$ cat src/sv/tpkd_pkg.sv
// Shared types and constants for the tick pulse and key debounce block.
// No dependencies; every other file in this folder imports this package.
package tpkd_pkg;

  localparam int SAMPLE_RATE = 20000;

  // Interval thresholds in sample counts.
  localparam int THR_10MS  = SAMPLE_RATE / 100;
  localparam int THR_50MS  = SAMPLE_RATE / 50;
  localparam int THR_100MS = SAMPLE_RATE / 10;
  localparam int THR_500MS = SAMPLE_RATE / 2;

  localparam int COUNT_W = 15;
  localparam int LIMIT_W = 8;
  localparam int TALLY_W = 4;
  localparam logic [TALLY_W-1:0] TALLY_WRAP = TALLY_W'(10);

  // A stored firing point lies between -SAMPLE_RATE and the largest counter value.
  localparam int COUNT_SPAN = (SAMPLE_RATE > (1 << COUNT_W)) ? SAMPLE_RATE : (1 << COUNT_W);
  localparam int LAST_W     = $clog2(COUNT_SPAN) + 1;
  // Elapsed counts, including the wrap correction, stay within four times that span.
  localparam int DIFF_W     = LAST_W + 2;

  typedef struct packed {
    logic [COUNT_W-1:0] sample_count;
    logic               enable_switch;
    logic               reset_switch;
  } in_t;

  typedef struct packed {
    logic tick_10ms;
    logic tick_50ms;
    logic tick_100ms;
    logic tick_500ms;
    logic tick_1s;
    logic enable_pressed;
    logic reset_pressed;
  } out_t;

endpackage

$ cat src/sv/tick_pulse_and_key_debounce.sv
// Top level: timebase pulse generator with two-switch debounce.
// Depends on tpkd_pkg, tpkd_tracker and tpkd_debounce.
//
//  port group   direction  contents
//  in_*         in         one loop pass: sample counter and two raw switch levels
//  out_*        out        one result per pass: five tick pulses, two press events
//  cfg_*        in         debounce limit write, no read-back
//
// A request is registered in the input register on entry and its result is then
// registered in the output register as the request advances; one request is taken
// every cycle while the output does not stall.
// Tracker and debounce state move only when a request passes from the input
// register to the output register. A stalled output holds both registers while
// the input still fills an empty input register. Synchronous reset clears the valid
// flags and all tally, tracker and debounce state and sets the debounce limit to 10.
module tick_pulse_and_key_debounce (
  input  logic                         clk,
  input  logic                         rst_n,
  input  logic                         in_valid,
  output logic                         in_ready,
  input  tpkd_pkg::in_t                in_data,
  output logic                         out_valid,
  input  logic                         out_ready,
  output tpkd_pkg::out_t               out_data,
  input  logic                         cfg_we,
  input  logic [tpkd_pkg::LIMIT_W-1:0] cfg_wdata
);
  import tpkd_pkg::*;

  logic               in_valid_r;
  in_t                in_data_r;
  logic               out_valid_r;
  out_t               out_data_r;
  out_t               out_nxt;
  logic [LIMIT_W-1:0] limit_r;
  logic [TALLY_W-1:0] tally_r;
  logic [TALLY_W-1:0] tally_nxt;
  logic [TALLY_W-1:0] tally_inc;
  logic               advance;
  logic               t10;
  logic               t50;
  logic               t100;
  logic               t500;
  logic               t1s;
  logic               en_ev;
  logic               rst_ev;

  assign advance   = in_valid_r && (!out_valid_r || out_ready);
  assign in_ready  = !in_valid_r || advance;
  assign out_valid = out_valid_r;
  assign out_data  = out_data_r;

  tpkd_tracker u_trk_10ms (
    .clk       (clk),
    .rst_n     (rst_n),
    .advance   (advance),
    .now       (in_data_r.sample_count),
    .threshold (DIFF_W'(THR_10MS)),
    .tick      (t10)
  );

  tpkd_tracker u_trk_50ms (
    .clk       (clk),
    .rst_n     (rst_n),
    .advance   (advance),
    .now       (in_data_r.sample_count),
    .threshold (DIFF_W'(THR_50MS)),
    .tick      (t50)
  );

  tpkd_tracker u_trk_100ms (
    .clk       (clk),
    .rst_n     (rst_n),
    .advance   (advance),
    .now       (in_data_r.sample_count),
    .threshold (DIFF_W'(THR_100MS)),
    .tick      (t100)
  );

  tpkd_tracker u_trk_500ms (
    .clk       (clk),
    .rst_n     (rst_n),
    .advance   (advance),
    .now       (in_data_r.sample_count),
    .threshold (DIFF_W'(THR_500MS)),
    .tick      (t500)
  );

  tpkd_debounce u_deb_enable (
    .clk         (clk),
    .rst_n       (rst_n),
    .sample_en   (advance && t10),
    .pressed     (in_data_r.enable_switch),
    .limit       (limit_r),
    .press_event (en_ev)
  );

  tpkd_debounce u_deb_reset (
    .clk         (clk),
    .rst_n       (rst_n),
    .sample_en   (advance && t10),
    .pressed     (in_data_r.reset_switch),
    .limit       (limit_r),
    .press_event (rst_ev)
  );

  // One-second tally counts 100 ms pulses and rolls over on the tenth.
  always_comb begin
    tally_inc = tally_r + TALLY_W'(1);
    t1s       = 1'b0;
    tally_nxt = tally_r;
    if (t100) begin
      if (tally_inc == TALLY_WRAP) begin
        t1s       = 1'b1;
        tally_nxt = '0;
      end else begin
        tally_nxt = tally_inc;
      end
    end
  end

  always_comb begin
    out_nxt.tick_10ms      = t10;
    out_nxt.tick_50ms      = t50;
    out_nxt.tick_100ms     = t100;
    out_nxt.tick_500ms     = t500;
    out_nxt.tick_1s        = t1s;
    out_nxt.enable_pressed = en_ev;
    out_nxt.reset_pressed  = rst_ev;
  end

  always_ff @(posedge clk) begin
    if (!rst_n) begin
      in_valid_r  <= 1'b0;
      out_valid_r <= 1'b0;
      tally_r     <= '0;
      limit_r     <= LIMIT_W'(10);
    end else begin
      if (in_valid && in_ready) begin
        in_valid_r <= 1'b1;
      end else if (advance) begin
        in_valid_r <= 1'b0;
      end
      if (advance) begin
        out_valid_r <= 1'b1;
        tally_r     <= tally_nxt;
      end else if (out_ready) begin
        out_valid_r <= 1'b0;
      end
      if (cfg_we) begin
        limit_r <= cfg_wdata;
      end
    end
  end

  always_ff @(posedge clk) begin
    if (in_valid && in_ready) begin
      in_data_r <= in_data;
    end
    if (advance) begin
      out_data_r <= out_nxt;
    end
  end

endmodule

$ cat src/sv/tpkd_tracker.sv
// One interval tracker: holds the counter value of its last firing and pulses
// when the counter has advanced past the threshold. Depends on tpkd_pkg.
module tpkd_tracker (
  input  logic                         clk,
  input  logic                         rst_n,
  input  logic                         advance,
  input  logic [tpkd_pkg::COUNT_W-1:0] now,
  input  logic [tpkd_pkg::DIFF_W-1:0]  threshold,
  output logic                         tick
);
  import tpkd_pkg::*;

  localparam logic signed [DIFF_W-1:0] RATE_S = DIFF_W'(SAMPLE_RATE);

  logic signed [LAST_W-1:0] last_r;
  logic signed [LAST_W-1:0] last_nxt;
  logic signed [DIFF_W-1:0] now_s;
  logic signed [DIFF_W-1:0] last_s;
  logic signed [DIFF_W-1:0] elapsed;
  logic signed [DIFF_W-1:0] elapsed_adj;
  logic signed [DIFF_W-1:0] last_wrap;
  logic                     wrapped;

  always_comb begin
    now_s       = signed'({{(DIFF_W-COUNT_W){1'b0}}, now});
    last_s      = signed'({{(DIFF_W-LAST_W){last_r[LAST_W-1]}}, last_r});
    elapsed     = now_s - last_s;
    wrapped     = elapsed[DIFF_W-1];
    // The counter wrapped below the last firing point: move that point back one period.
    last_wrap   = last_s - RATE_S;
    elapsed_adj = wrapped ? (elapsed + RATE_S) : elapsed;
    tick        = elapsed_adj > signed'(threshold);
    if (tick) begin
      last_nxt = signed'(now_s[LAST_W-1:0]);
    end else if (wrapped) begin
      last_nxt = signed'(last_wrap[LAST_W-1:0]);
    end else begin
      last_nxt = last_r;
    end
  end

  always_ff @(posedge clk) begin
    if (!rst_n) begin
      last_r <= '0;
    end else if (advance) begin
      last_r <= last_nxt;
    end
  end

endmodule

$ cat src/sv/tpkd_debounce.sv
// Debounce counter for one switch: counts consecutive pressed samples and
// flags the sample that reaches the limit. Depends on tpkd_pkg.
module tpkd_debounce (
  input  logic                         clk,
  input  logic                         rst_n,
  input  logic                         sample_en,
  input  logic                         pressed,
  input  logic [tpkd_pkg::LIMIT_W-1:0] limit,
  output logic                         press_event
);
  import tpkd_pkg::*;

  logic [LIMIT_W-1:0] hold_r;
  logic [LIMIT_W-1:0] hold_nxt;
  logic [LIMIT_W-1:0] hold_inc;
  logic               can_inc;

  always_comb begin
    hold_inc    = hold_r + LIMIT_W'(1);
    // The count stops one above the limit, or at the all-ones value, so that a held switch reports once.
    can_inc     = (hold_r <= limit) && (hold_r != '1);
    press_event = 1'b0;
    hold_nxt    = hold_r;
    if (sample_en) begin
      if (!pressed) begin
        hold_nxt = '0;
      end else if (can_inc) begin
        hold_nxt    = hold_inc;
        press_event = (hold_inc == limit);
      end
    end
  end

  always_ff @(posedge clk) begin
    if (!rst_n) begin
      hold_r <= '0;
    end else begin
      hold_r <= hold_nxt;
    end
  end

endmodule
$ cat config.mk
export PLATFORM = sky130hd
export DESIGN_NAME = tick_pulse_and_key_debounce
export DESIGN_NICKNAME = d
export VERILOG_FILES = /design/src/sv/tpkd_pkg.sv /design/src/sv/tick_pulse_and_key_debounce.sv /design/src/sv/tpkd_tracker.sv /design/src/sv/tpkd_debounce.sv
export SDC_FILE = /design/constraint.sdc
export NUM_CORES = 1
export LEC_CHECK = 0
export BUFFER_PORTS_ARGS = -buffer_cell sky130_fd_sc_hd__buf_2
export CORE_MARGIN = 8
export CORE_UTILIZATION = 45
export DETAILED_ROUTE_END_ITERATION = 6
export SLEW_MARGIN = 20
export SYNTH_ARGS = -nofsm -noshare
export SYNTH_HDL_FRONTEND = slang
export SYNTH_HIERARCHICAL = 1
export SYNTH_SLANG_ARGS = --single-unit
$ cat constraint.sdc
create_clock -name clk -period 11.25 [get_ports clk]
set_input_delay 2.25 -clock clk [delete_from_list [all_inputs] [get_ports clk]]
set_output_delay 2.25 -clock clk [all_outputs]
set_load 0.005 [all_outputs]
-- After elaboration in Yosys (flattened, before gate mapping)
Index checks and enable logic that the tools add are counted.
- register bits: 118
- output and inout bits: 9
- word-level logic and storage cells: 94
- bits of input ports: 30
- multiplexer cells: 22
- $lt $le $gt $ge: 6
- eq/ne operators: 7
- $add $sub $neg: 15
- reductions and logical operators: 24
- operator list (operator ; number):
    $mux W16 ; 8
    $add A18 B16 Y18 const B ; 4
    $mux W18 ; 4
    $sub A16 B16 Y17 ; 4
    $sub A16 B16 Y16 const B ; 4
    $mux W8 ; 4
    $gt A18 B10 Y1 const B ; 1
    $gt A18 B12 Y1 const B ; 1
    $gt A18 B15 Y1 const B ; 1
    $gt A18 B9 Y1 const B ; 1
    $add A8 B1 Y8 const B ; 2
    $eq A8 B8 Y1 ; 2
    $le A8 B8 Y1 ; 2
    $ne A8 B8 Y1 const B ; 2
    $reduce_and A2 Y1 ; 7
    $reduce_bool A2 Y1 ; 6
    $reduce_and A3 Y1 ; 2
    $logic_and A1 B1 Y1 ; 5
    $mux W1 ; 5
    $add A4 B1 Y4 const B ; 1
    $eq A4 B4 Y1 const B ; 1
    $mux W4 ; 1
    $ne A2 B1 Y1 const B ; 2
    $logic_not A1 Y1 ; 2
    $logic_or A1 B1 Y1 ; 2

-- Logic depth before layout (Yosys ltp)
Gate-level depths: netlist of the first run.
- depth after elaboration: 6
- mapped depth: 25
- gate-level depth less buffers: 23

-- Cells and area by module
Netlist of the first run, hierarchy kept.
- modules (own cells, without submodules) (module ; cells an instance ; area an instance (µm²) ; sequential area each (µm²) ; instances):
    tpkd_tracker at u_trk_10ms ... ; 349 ; 2521.2 ; 320.3 ; 2
    tpkd_tracker at u_trk_50ms ; 346 ; 2582.5 ; 320.3 ; 1
    tpkd_tracker at u_trk_100ms ; 341 ; 2507.4 ; 320.3 ; 1
    tpkd_debounce ; 109 ; 872.1 ; 160.2 ; 2
    tick_pulse_and_key_debounce ; 97 ; 1378.8 ; 1001.0 ; 1

-- Worst setup path after synthesis of the first run
OpenSTA, ideal clock, no wires.
- path kind: reg-to-reg
- start: reg in_data_r[2] in the netlist's numbering
- end: reg u_deb_enable.hold_r[7]
- stages on the path, launching flop included: 23
- required time: 11.147 ns
- buffers on the path: 3
- arrival time: 4.990 ns
- period minus slack after synthesis: 5.094 ns
- slack: 6.156 ns
- library setup time: 0.103 ns
- cells stage by stage: edfxtp_1 > inv_1 > ha_1 > fa_1 > nand2b_1 > a21o_1 > and2_1 > o221ai_1 > o211a_1 > nand3b_1 > a31oi_1 > xor2_1 > ha_1 > a21o_1 > a21o_1 > o311a_1 > or3_4 > buf_6 > buf_2 > and3_2 > clkbuf_1 > nand2b_1 > a2111oi_2
- word-level cells in the longest chain between the ends: 6
- ends and longest elaborated chain (element ; line ; RTL):
    from (decl) ; tick_pulse_and_key_debounce.sv:31 ; in_t in_data_r;
    from (signal assigned) ; tick_pulse_and_key_debounce.sv:158 ; in_data_r <= in_data;
    $sub A16 B16 Y17 (*) ; tpkd_tracker.sv:27 ; elapsed = now_s - last_s;
    $add A18 B16 Y18 ; tpkd_tracker.sv:31 ; elapsed_adj = wrapped ? (elapsed + RATE_S) : elapsed;
    $mux W18 (*) ; tpkd_tracker.sv:31 ;
    $gt A18 B9 Y1 (*) ; tpkd_tracker.sv:32 ; tick = elapsed_adj > signed'(threshold);
    named net t10 ; tick_pulse_and_key_debounce.sv:40 ; logic t10;
    $logic_and A1 B1 Y1 (*) ; tick_pulse_and_key_debounce.sv:92 ; .sample_en (advance && t10),
    $reduce_and A2 Y1 (no source line) (*) ; -- ;
    to (signal assigned) ; tpkd_debounce.sv:38 ; hold_r <= hold_nxt;
    to (decl) ; tpkd_debounce.sv:13 ; logic [LIMIT_W-1:0] hold_r;
The timed path passes the listed nets; every way through them passes the cells marked *.
A chain may end at the register's enable or synchronous reset.

-- Final worst setup path of the first run
- start: reg in_data_r[2] in the netlist's numbering
- end: reg u_deb_enable.hold_r[3]
The elaborated chain is that of the path after synthesis.

==> key figures, run 1 <==
Status
  – Outcome: completed

Route
  – Post-DR vias/cell: 5.571
  – WL/cell: 15.52 um
  – Drt first pass iters: 5
  – Initial drt markers: 583
  – Final wirelength: 33780 um
  – Antenna-violating nets left: 0
  – Drt drc: 0
  – Via count: 12.13k

GRT
  – Largest net degree at the start of global routing: 74
  – First-pass GRT wire length: 55630 um
  – Vias in the first global route: 11.34k
  – Initial antenna violation count: 0
  – All-Layer GR Usage: 0.1873
  – Gr ovfl total: 0

Synthesis
  – Count of cell types in the netlist: 101
  – Synth area leader: ha_1
  – Largest family of logic cells by synthesized area: compound AO/OA/AOI/OAI gates
  – Compound-Gate Fraction of Synth Area: 0.2445
  – Post-synthesis xor/xnor area fraction: 0.06608
  – Synth Area in Simple Gates: 0.2298
  – Syn Inst Count: 1700
  – Post-Syn Area: 0.01326 mm^2
  – Top FF cell, synth: dfxtp_1
  – Fraction of the mapped netlist area in adder cells: 0.1571
  – Synth top area share: 0.1510
  – Top post-synthesis cells by area: ha_1 15%, dfxtp_1 14%, edfxtp_1 5.4%
  – #FFs+latches synth: 118
  – Average size of a mapped cell: 7.797 um^2
  – Post-synthesis sequential area ratio: 0.1963
  – Syn. warnings: 6
  – EDFF count, synth: 24
  – FFs w/ async S/R, synth: 0
  – Multiplexer share of the synthesized area: 0.02907

STA
  – Max-slew violations: 0
  – Worst hold margin: 0.4582 ns
  – Max-slew headroom: 0.3412
  – RSZ-0062 raised after global routing: false
  – Period utilization: 0.5278
  – Worst-margin pin slew: 0.9824 ns
  – Final TNS setup: 0 ns
  – Final setup vio count: 0
  – Skew final: 0.01671 ns
  – F_max: 168.4 MHz
  – Final min period: 5.938 ns
  – Final hold vios: 0

Worst setup path
  – Crit path DAT: 6.29 ns
  – Crit-path cells: inv_1, ha_1, fa_1, nand2b_1, a21o_1, and2_1, xnor2_1, ha_1, nand3_1, nand3b_1, a31oi_1, xor2_1, ha_1, nand4_1, nor3_1, o31ai_1, a31oi_1, or3_4, and3_2, nand2_1, or4_1, a31oi_1
  – Crit path capture type: register
  – Critical Path RT: 11.61 ns
  – CP Launch Type: register
  – Crit-path leading delay family: simple AND/OR/NAND/NOR gates
  – Delay of the slowest cell on the worst path: 0.55 ns
  – Critical-path top delay cell: and3_2
  – Buf/Inv on CP: 1
  – Critical path peak fanout: 33
  – Crit path kind: reg -> reg

Clocking
  – Hold_buf cts: 0
  – CTS tree: built
  – Clock Tree Buf Depth: 2
  – Root buf cell: clkbuf_16
  – Worst-path clk slew: 0.06 ns
  – Clk Latency, worst-skew pair: 0.43 ns
  – CTS buffer count: 17
  – Post-CTS setup buffers: 0
  – CTS Sinks: 118
  – H-tree levels: 4
  – CTS resizes: 0

Placed design
  – I/O Buffers: 38
  – Placed cell count: 2145
  – RD Place Congestion: 0.8218
  – Final HPWL from detailed placement: 25450 um

Pwr
  – Combinational power share: 0.573
  – Reg power frac: 0.204
  – P per Cell Area: 179.0 mW/mm^2
  – Switching Share: 0.4382
  – Psw: 1.142 mW
  – Leakage: 6.031 nW
  – Cell-internal power: 1.464 mW
  – Clock power frac: 0.222
  – VDD IR-drop max: 0.08223 mV

Cells and area
  – Antenna cell count: 0
  – Area grow syn2layout: 9.817%
  – Non-Filler Instances: 2177
  – Layout net count: 1968
  – Share of post-route cells with drive strength above 1: 0.08506

Floorplan
  – # IOs: 39
  – Core ar.: 0.02932 mm^2
  – Std-Cell Rows: 63
  – Die Y: 187.6 um
  – Chip Width: 187.6 um
  – Initial Util: 0.4520
  – Die area: 0.03520 mm^2

Worst hold path
  – Worst Hold Class: reg -> reg

Job
  – Max-cap viol count: 0
==> through the flow <==
stage	utilization	power (mW)	setup WS, ns	cell area, um^2
floorplan	-	1.758	6.156	13520
global placement	0.4754	2.006	5.422	13940
detailed placement	0.4754	2.029	5.300	13940
CTS	0.4964	2.619	5.297	14560
global route	0.4964	2.834	4.803	14560
finish	0.4964	2.606	5.312	14560
==> registers in the layout, summed over array words and instances (netlist names) <==
name,flops
u_trk_10ms/last_r,16
tally_r,4
limit_r,8
out_valid,1
out_data,7
u_deb_enable/hold_r,8
in_valid_r,1
u_deb_reset/hold_r,8
u_trk_100ms/last_r,16
in_data_r,17
u_trk_50ms/last_r,16
u_trk_500ms/last_r,16
==> final cells by class <==
cell class	instances	area [um^2]
fill	2982	14770
multi-input combinational	1406	9905
sequential	118	2603
inverter	185	694.4
tap	390	488.0
clock buffer	20	466.7
timing repair buffer	46	250.2
clock inverter	12	150.1
==> path summary, 6_finish.rpt <==
| check | cells past startpoint | startpoint | end | slack [ns] |
|---|---|---|---|---|
| setup / recovery | 22 | in_data_r[2]$_DFFE_PP_ | u_deb_enable/hold_r[3]$_SDFFE_PN0P_ | 5.31 |
| hold / removal | 2 | u_trk_10ms/last_r[2]$_SDFFE_PN0P_ | u_trk_10ms/last_r[2]$_SDFFE_PN0P_ | 0.46 |
| setup reg to reg | 22 | in_data_r[2]$_DFFE_PP_ | u_deb_enable/hold_r[3]$_SDFFE_PN0P_ | 5.31 |
| hold reg to reg | 2 | u_trk_10ms/last_r[2]$_SDFFE_PN0P_ | u_trk_10ms/last_r[2]$_SDFFE_PN0P_ | 0.46 |
==> power groups by stage <==
stage / logic, mW / clock network (mW) / registers (mW)
3_5_place_dp: 1.49 / 0 / 0.541
3_3_place_gp: 1.47 / 0 / 0.540
6_report: 1.49 / 0.579 / 0.533
2_1_floorplan: 1.23 / 0 / 0.527
5_1_grt: 1.69 / 0.604 / 0.540
4_1_cts: 1.50 / 0.591 / 0.532
==> worst register-to-register path: cells and delay by family, from the launching register on <==
kind / cells / cell delay [ns]
AND/OR/NAND/NOR: 10 / 2.89
adder cells (fa/ha/maj): 4 / 1.16
AO/OA/AOI/OAI: 5 / 0.73
flip-flops: 1 / 0.53
XOR/XNOR: 2 / 0.47
buffers and inverters: 1 / 0.09
==> kinds of logic after synthesis <==
| logic type | Yosys count |
|---|---|
| muxes | 38 |
| xor gates and xnor gates | 100 |
| DFF | 118 |
| buffers and inverters | 246 |
| other | 2 |
| and+or+nand+nor | 576 |
| AOI/OAI and AO/OA | 456 |
| adders and majority gates | 164 |
==> Yosys cell counts (11+ instances only) <==
library cell	instances
a211oi_1	21
a21o_1	41
a21oi_1	123
a221oi_1	11
a31oi_1	26
and2_1	18
buf_2	18
clkbuf_1	30
dfxtp_1	94
edfxtp_1	24
ha_1	160
inv_1	185
mux2i_1	34
nand2_1	148
nand2b_1	37
nand3_1	66
nand3b_1	13
nand4_1	47
nor2_1	98
nor3_1	36
nor4_1	19
o211ai_1	15
o21a_1	25
o21ai_0	55
o21ai_1	13
xnor2_1	61
xor2_1	39
==> placed cells by master, fill, tap and decap left out, types with 19 or more instances in the layout <==
| cell | count |
|---|---|
| xor2_1 | 39 |
| inv_1 | 185 |
| a21o_1 | 41 |
| buf_2 | 38 |
| o21a_1 | 25 |
| ha_1 | 160 |
| a31oi_1 | 26 |
| conb_1 | 72 |
| o21ai_0 | 55 |
| nor4_1 | 19 |
| edfxtp_1 | 24 |
| nor2_1 | 98 |
| mux2i_1 | 33 |
| nand2b_1 | 37 |
| nor3_1 | 36 |
| nand4_1 | 47 |
| a21oi_1 | 123 |
| nand2_1 | 148 |
| nand3_1 | 66 |
| a211oi_1 | 21 |
| xnor2_1 | 61 |
| dfxtp_1 | 94 |
==> per-layer routing <==
layer | part of all wire | vias up | track usage
met5 | 0 | - | 0
met4 | 0.015 | 0 | 0.04758
met3 | 0.030 | 27 | 0.02507
met2 | 0.48 | 179 | 0.3290
met1 | 0.47 | 5679 | 0.2378
li1 | - | 6242 | -
No activity file was read; power rests on OpenSTA's default activity.
==> run 2, diff against run 1 <==
- clock period: 11.25 -> 5.7 ns (I/O delays scaled with it)
==> run 2 against run 1 <==
- fmax is 10% higher
- critical path depth is 3 lower
- first-iteration DRC count is 38% higher
- core utilization is 1.1 points higher
- combinational power is 110% higher
- via count is 2.7% higher
- sequential cell count stayed put
- non-clock buffer count is 25 higher
- critical path type unchanged
- largest cell class unchanged
- largest power group unchanged
- highest routed layer unchanged
==> key figures, run 2 (synthesis results as in run 1) <==
Job
  – Max-cap viol count: 0

Cells and area
  – Max reg flops: 17
  – Layout net count: 1993
  – Multi-input logic area: 0.01002 mm^2
  – Most common cell after layout, fill and taps aside: inv_1
  – Non-Filler Instances: 2202
  – Area grow syn2layout: 12.30%
  – Final instance area: 0.01489 mm^2
  – Highest-count cells in the layout ignoring fill and taps: 185 x inv_1, 159 x ha_1, 146 x nand2_1
  – Biggest register: in_data_r
  – Share of post-route cells with drive strength above 1: 0.1071
  – FILL cells: 2907
  – FF+latch area: 0.002603 mm^2
  – Antenna cell count: 0

Worst setup path
  – CP Launch Type: register
  – Crit path kind: reg -> reg
  – R2R depth: 19
  – Critical path peak fanout: 30
  – Critical Path RT: 5.97 ns
  – Crit path DAT: 5.66 ns
  – Crit path capture type: register

Route
  – Drt drc: 0
  – Post-DR vias/cell: 5.654
  – Drt first pass iters: 6
  – Final wirelength: 35760 um
  – Initial drt markers: 802
  – Via count: 12.45k
  – WL/cell: 16.24 um
  – Antenna-violating nets left: 0

Status
  – Outcome: completed

GRT
  – Initial antenna violation count: 0
  – Largest net degree at the start of global routing: 74
  – All-Layer GR Usage: 0.1988
  – First-pass GRT wire length: 58610 um
  – Gr ovfl total: 0
  – Vias in the first global route: 11.58k

Clocking
  – CTS Sinks: 118
  – H-tree levels: 4
  – CTS tree: built
  – Clock Tree Buf Depth: 2
  – Root buf cell: clkbuf_16
  – Worst-path clk slew: 0.06 ns
  – Hold_buf cts: 0
  – CTS buffer count: 17
  – Clk Latency, worst-skew pair: 0.42 ns

Placed design
  – Place WS: 0.1085 ns
  – Final HPWL from detailed placement: 26970 um
  – DP Area: 0.01412 mm^2
  – I/O Buffers: 38
  – RD Place Congestion: 0.8474
  – Placed cell count: 2168

STA
  – Worst-margin pin slew: 1.114 ns
  – Period utilization: 0.9459
  – F_max: 185.5 MHz
  – Final hold vios: 0
  – Skew final: 0.01382 ns
  – Max-slew headroom: 0.2573
  – Final min period: 5.392 ns
  – Worst hold margin: 0.4530 ns
  – Final TNS setup: 0 ns
  – Max-slew violations: 0
  – Final setup vio count: 0
  – Slack of the critical path: 0.3082 ns

Floorplan
  – Std-Cell Rows: 63
  – Initial Util: 0.4520
  – # IOs: 39
  – Die area: 0.03520 mm^2
  – Core ar.: 0.02932 mm^2
  – Die Y: 187.6 um
  – Chip Width: 187.6 um

Pwr
  – P per Cell Area: 356.6 mW/mm^2
  – Leakage: 6.198 nW
  – VDD IR-drop max: 0.2205 mV

Worst hold path
  – Worst Hold Path Cells: 2
  – Worst Hold Class: reg -> reg
==> run 2: through the flow <==
| stage | total power [mW] | utilization |
|---|---|---|
| after global routing | 5.757 | 0.5076 |
| final | 5.309 | 0.5076 |
| after detailed placement | 4.078 | 0.4817 |
| after floorplan | 3.469 | - |
| after CTS | 5.263 | 0.5032 |
| after global placement | 4.024 | 0.4817 |
==> run 2: final timing paths <==
check | start | endpoint | slack (ns)
hold / removal | u_trk_500ms/last_r[3]$_SDFFE_PN0P_ | u_trk_500ms/last_r[3]$_SDFFE_PN0P_ | 0.45
hold reg to reg | u_trk_500ms/last_r[3]$_SDFFE_PN0P_ | u_trk_500ms/last_r[3]$_SDFFE_PN0P_ | 0.45
setup reg to reg | in_data_r[7]$_DFFE_PP_ | u_trk_100ms/last_r[10]$_SDFFE_PN0P_ | 0.31
setup / recovery | in_data_r[7]$_DFFE_PP_ | u_trk_100ms/last_r[10]$_SDFFE_PN0P_ | 0.31
==> run 2: power breakdown <==
part           internal (mW)  total (mW)  switching [mW]
Sequential             0.956        1.05          0.0922
Combinational           1.29        3.10            1.82
Clock                  0.760        1.16           0.397
Total                   3.00        5.31            2.31
==> run 2: repair_timing <==
action	in CTS	in global routing
resized for setup	0	22
endpoints found under the hold margin	0	0
buffers inserted	0	2
setup endpoints to repair	0	32
==> run 2: metal layers <==
| metal | vias up | track usage | share of wire |
|---|---|---|---|
| met5 | - | 0 | 0 |
| met4 | 0 | 0.04303 | 0.014 |
| met2 | 237 | 0.3429 | 0.48 |
| met3 | 40 | 0.03102 | 0.040 |
| met1 | 5879 | 0.2576 | 0.47 |
| li1 | 6295 | - | - |
==> run 2: worst max-delay path, cell delays in order (launching register included) <==
cell	delay, ns
edfxtp_1	0.46
ha_1	0.42
a21oi_1	0.30
nand2_1	0.12
o21a_1	0.22
or2_2	0.35
a31oi_1	0.27
xnor2_2	0.20
o21ai_0	0.16
xnor2_1	0.16
ha_1	0.31
nand4_1	0.14
or4_1	0.55
or2_0	0.23
o311a_1	0.11
or3_1	0.47
buf_12	0.21
or3_1	0.35
a21oi_1	0.12
a2111oi_0	0.08
==> run 2: final cells by class <==
| cell class | instances | area share |
|---|---|---|
| multi-input combinational | 1406 | 0.6730 |
| timing repair buffer | 71 | 0.03026 |
| sequential | 118 | 0.1748 |
| inverter | 185 | 0.04665 |
| tap | 390 | 0.03278 |
| clock inverter | 7 | 0.007733 |
| clock buffer | 25 | 0.03471 |
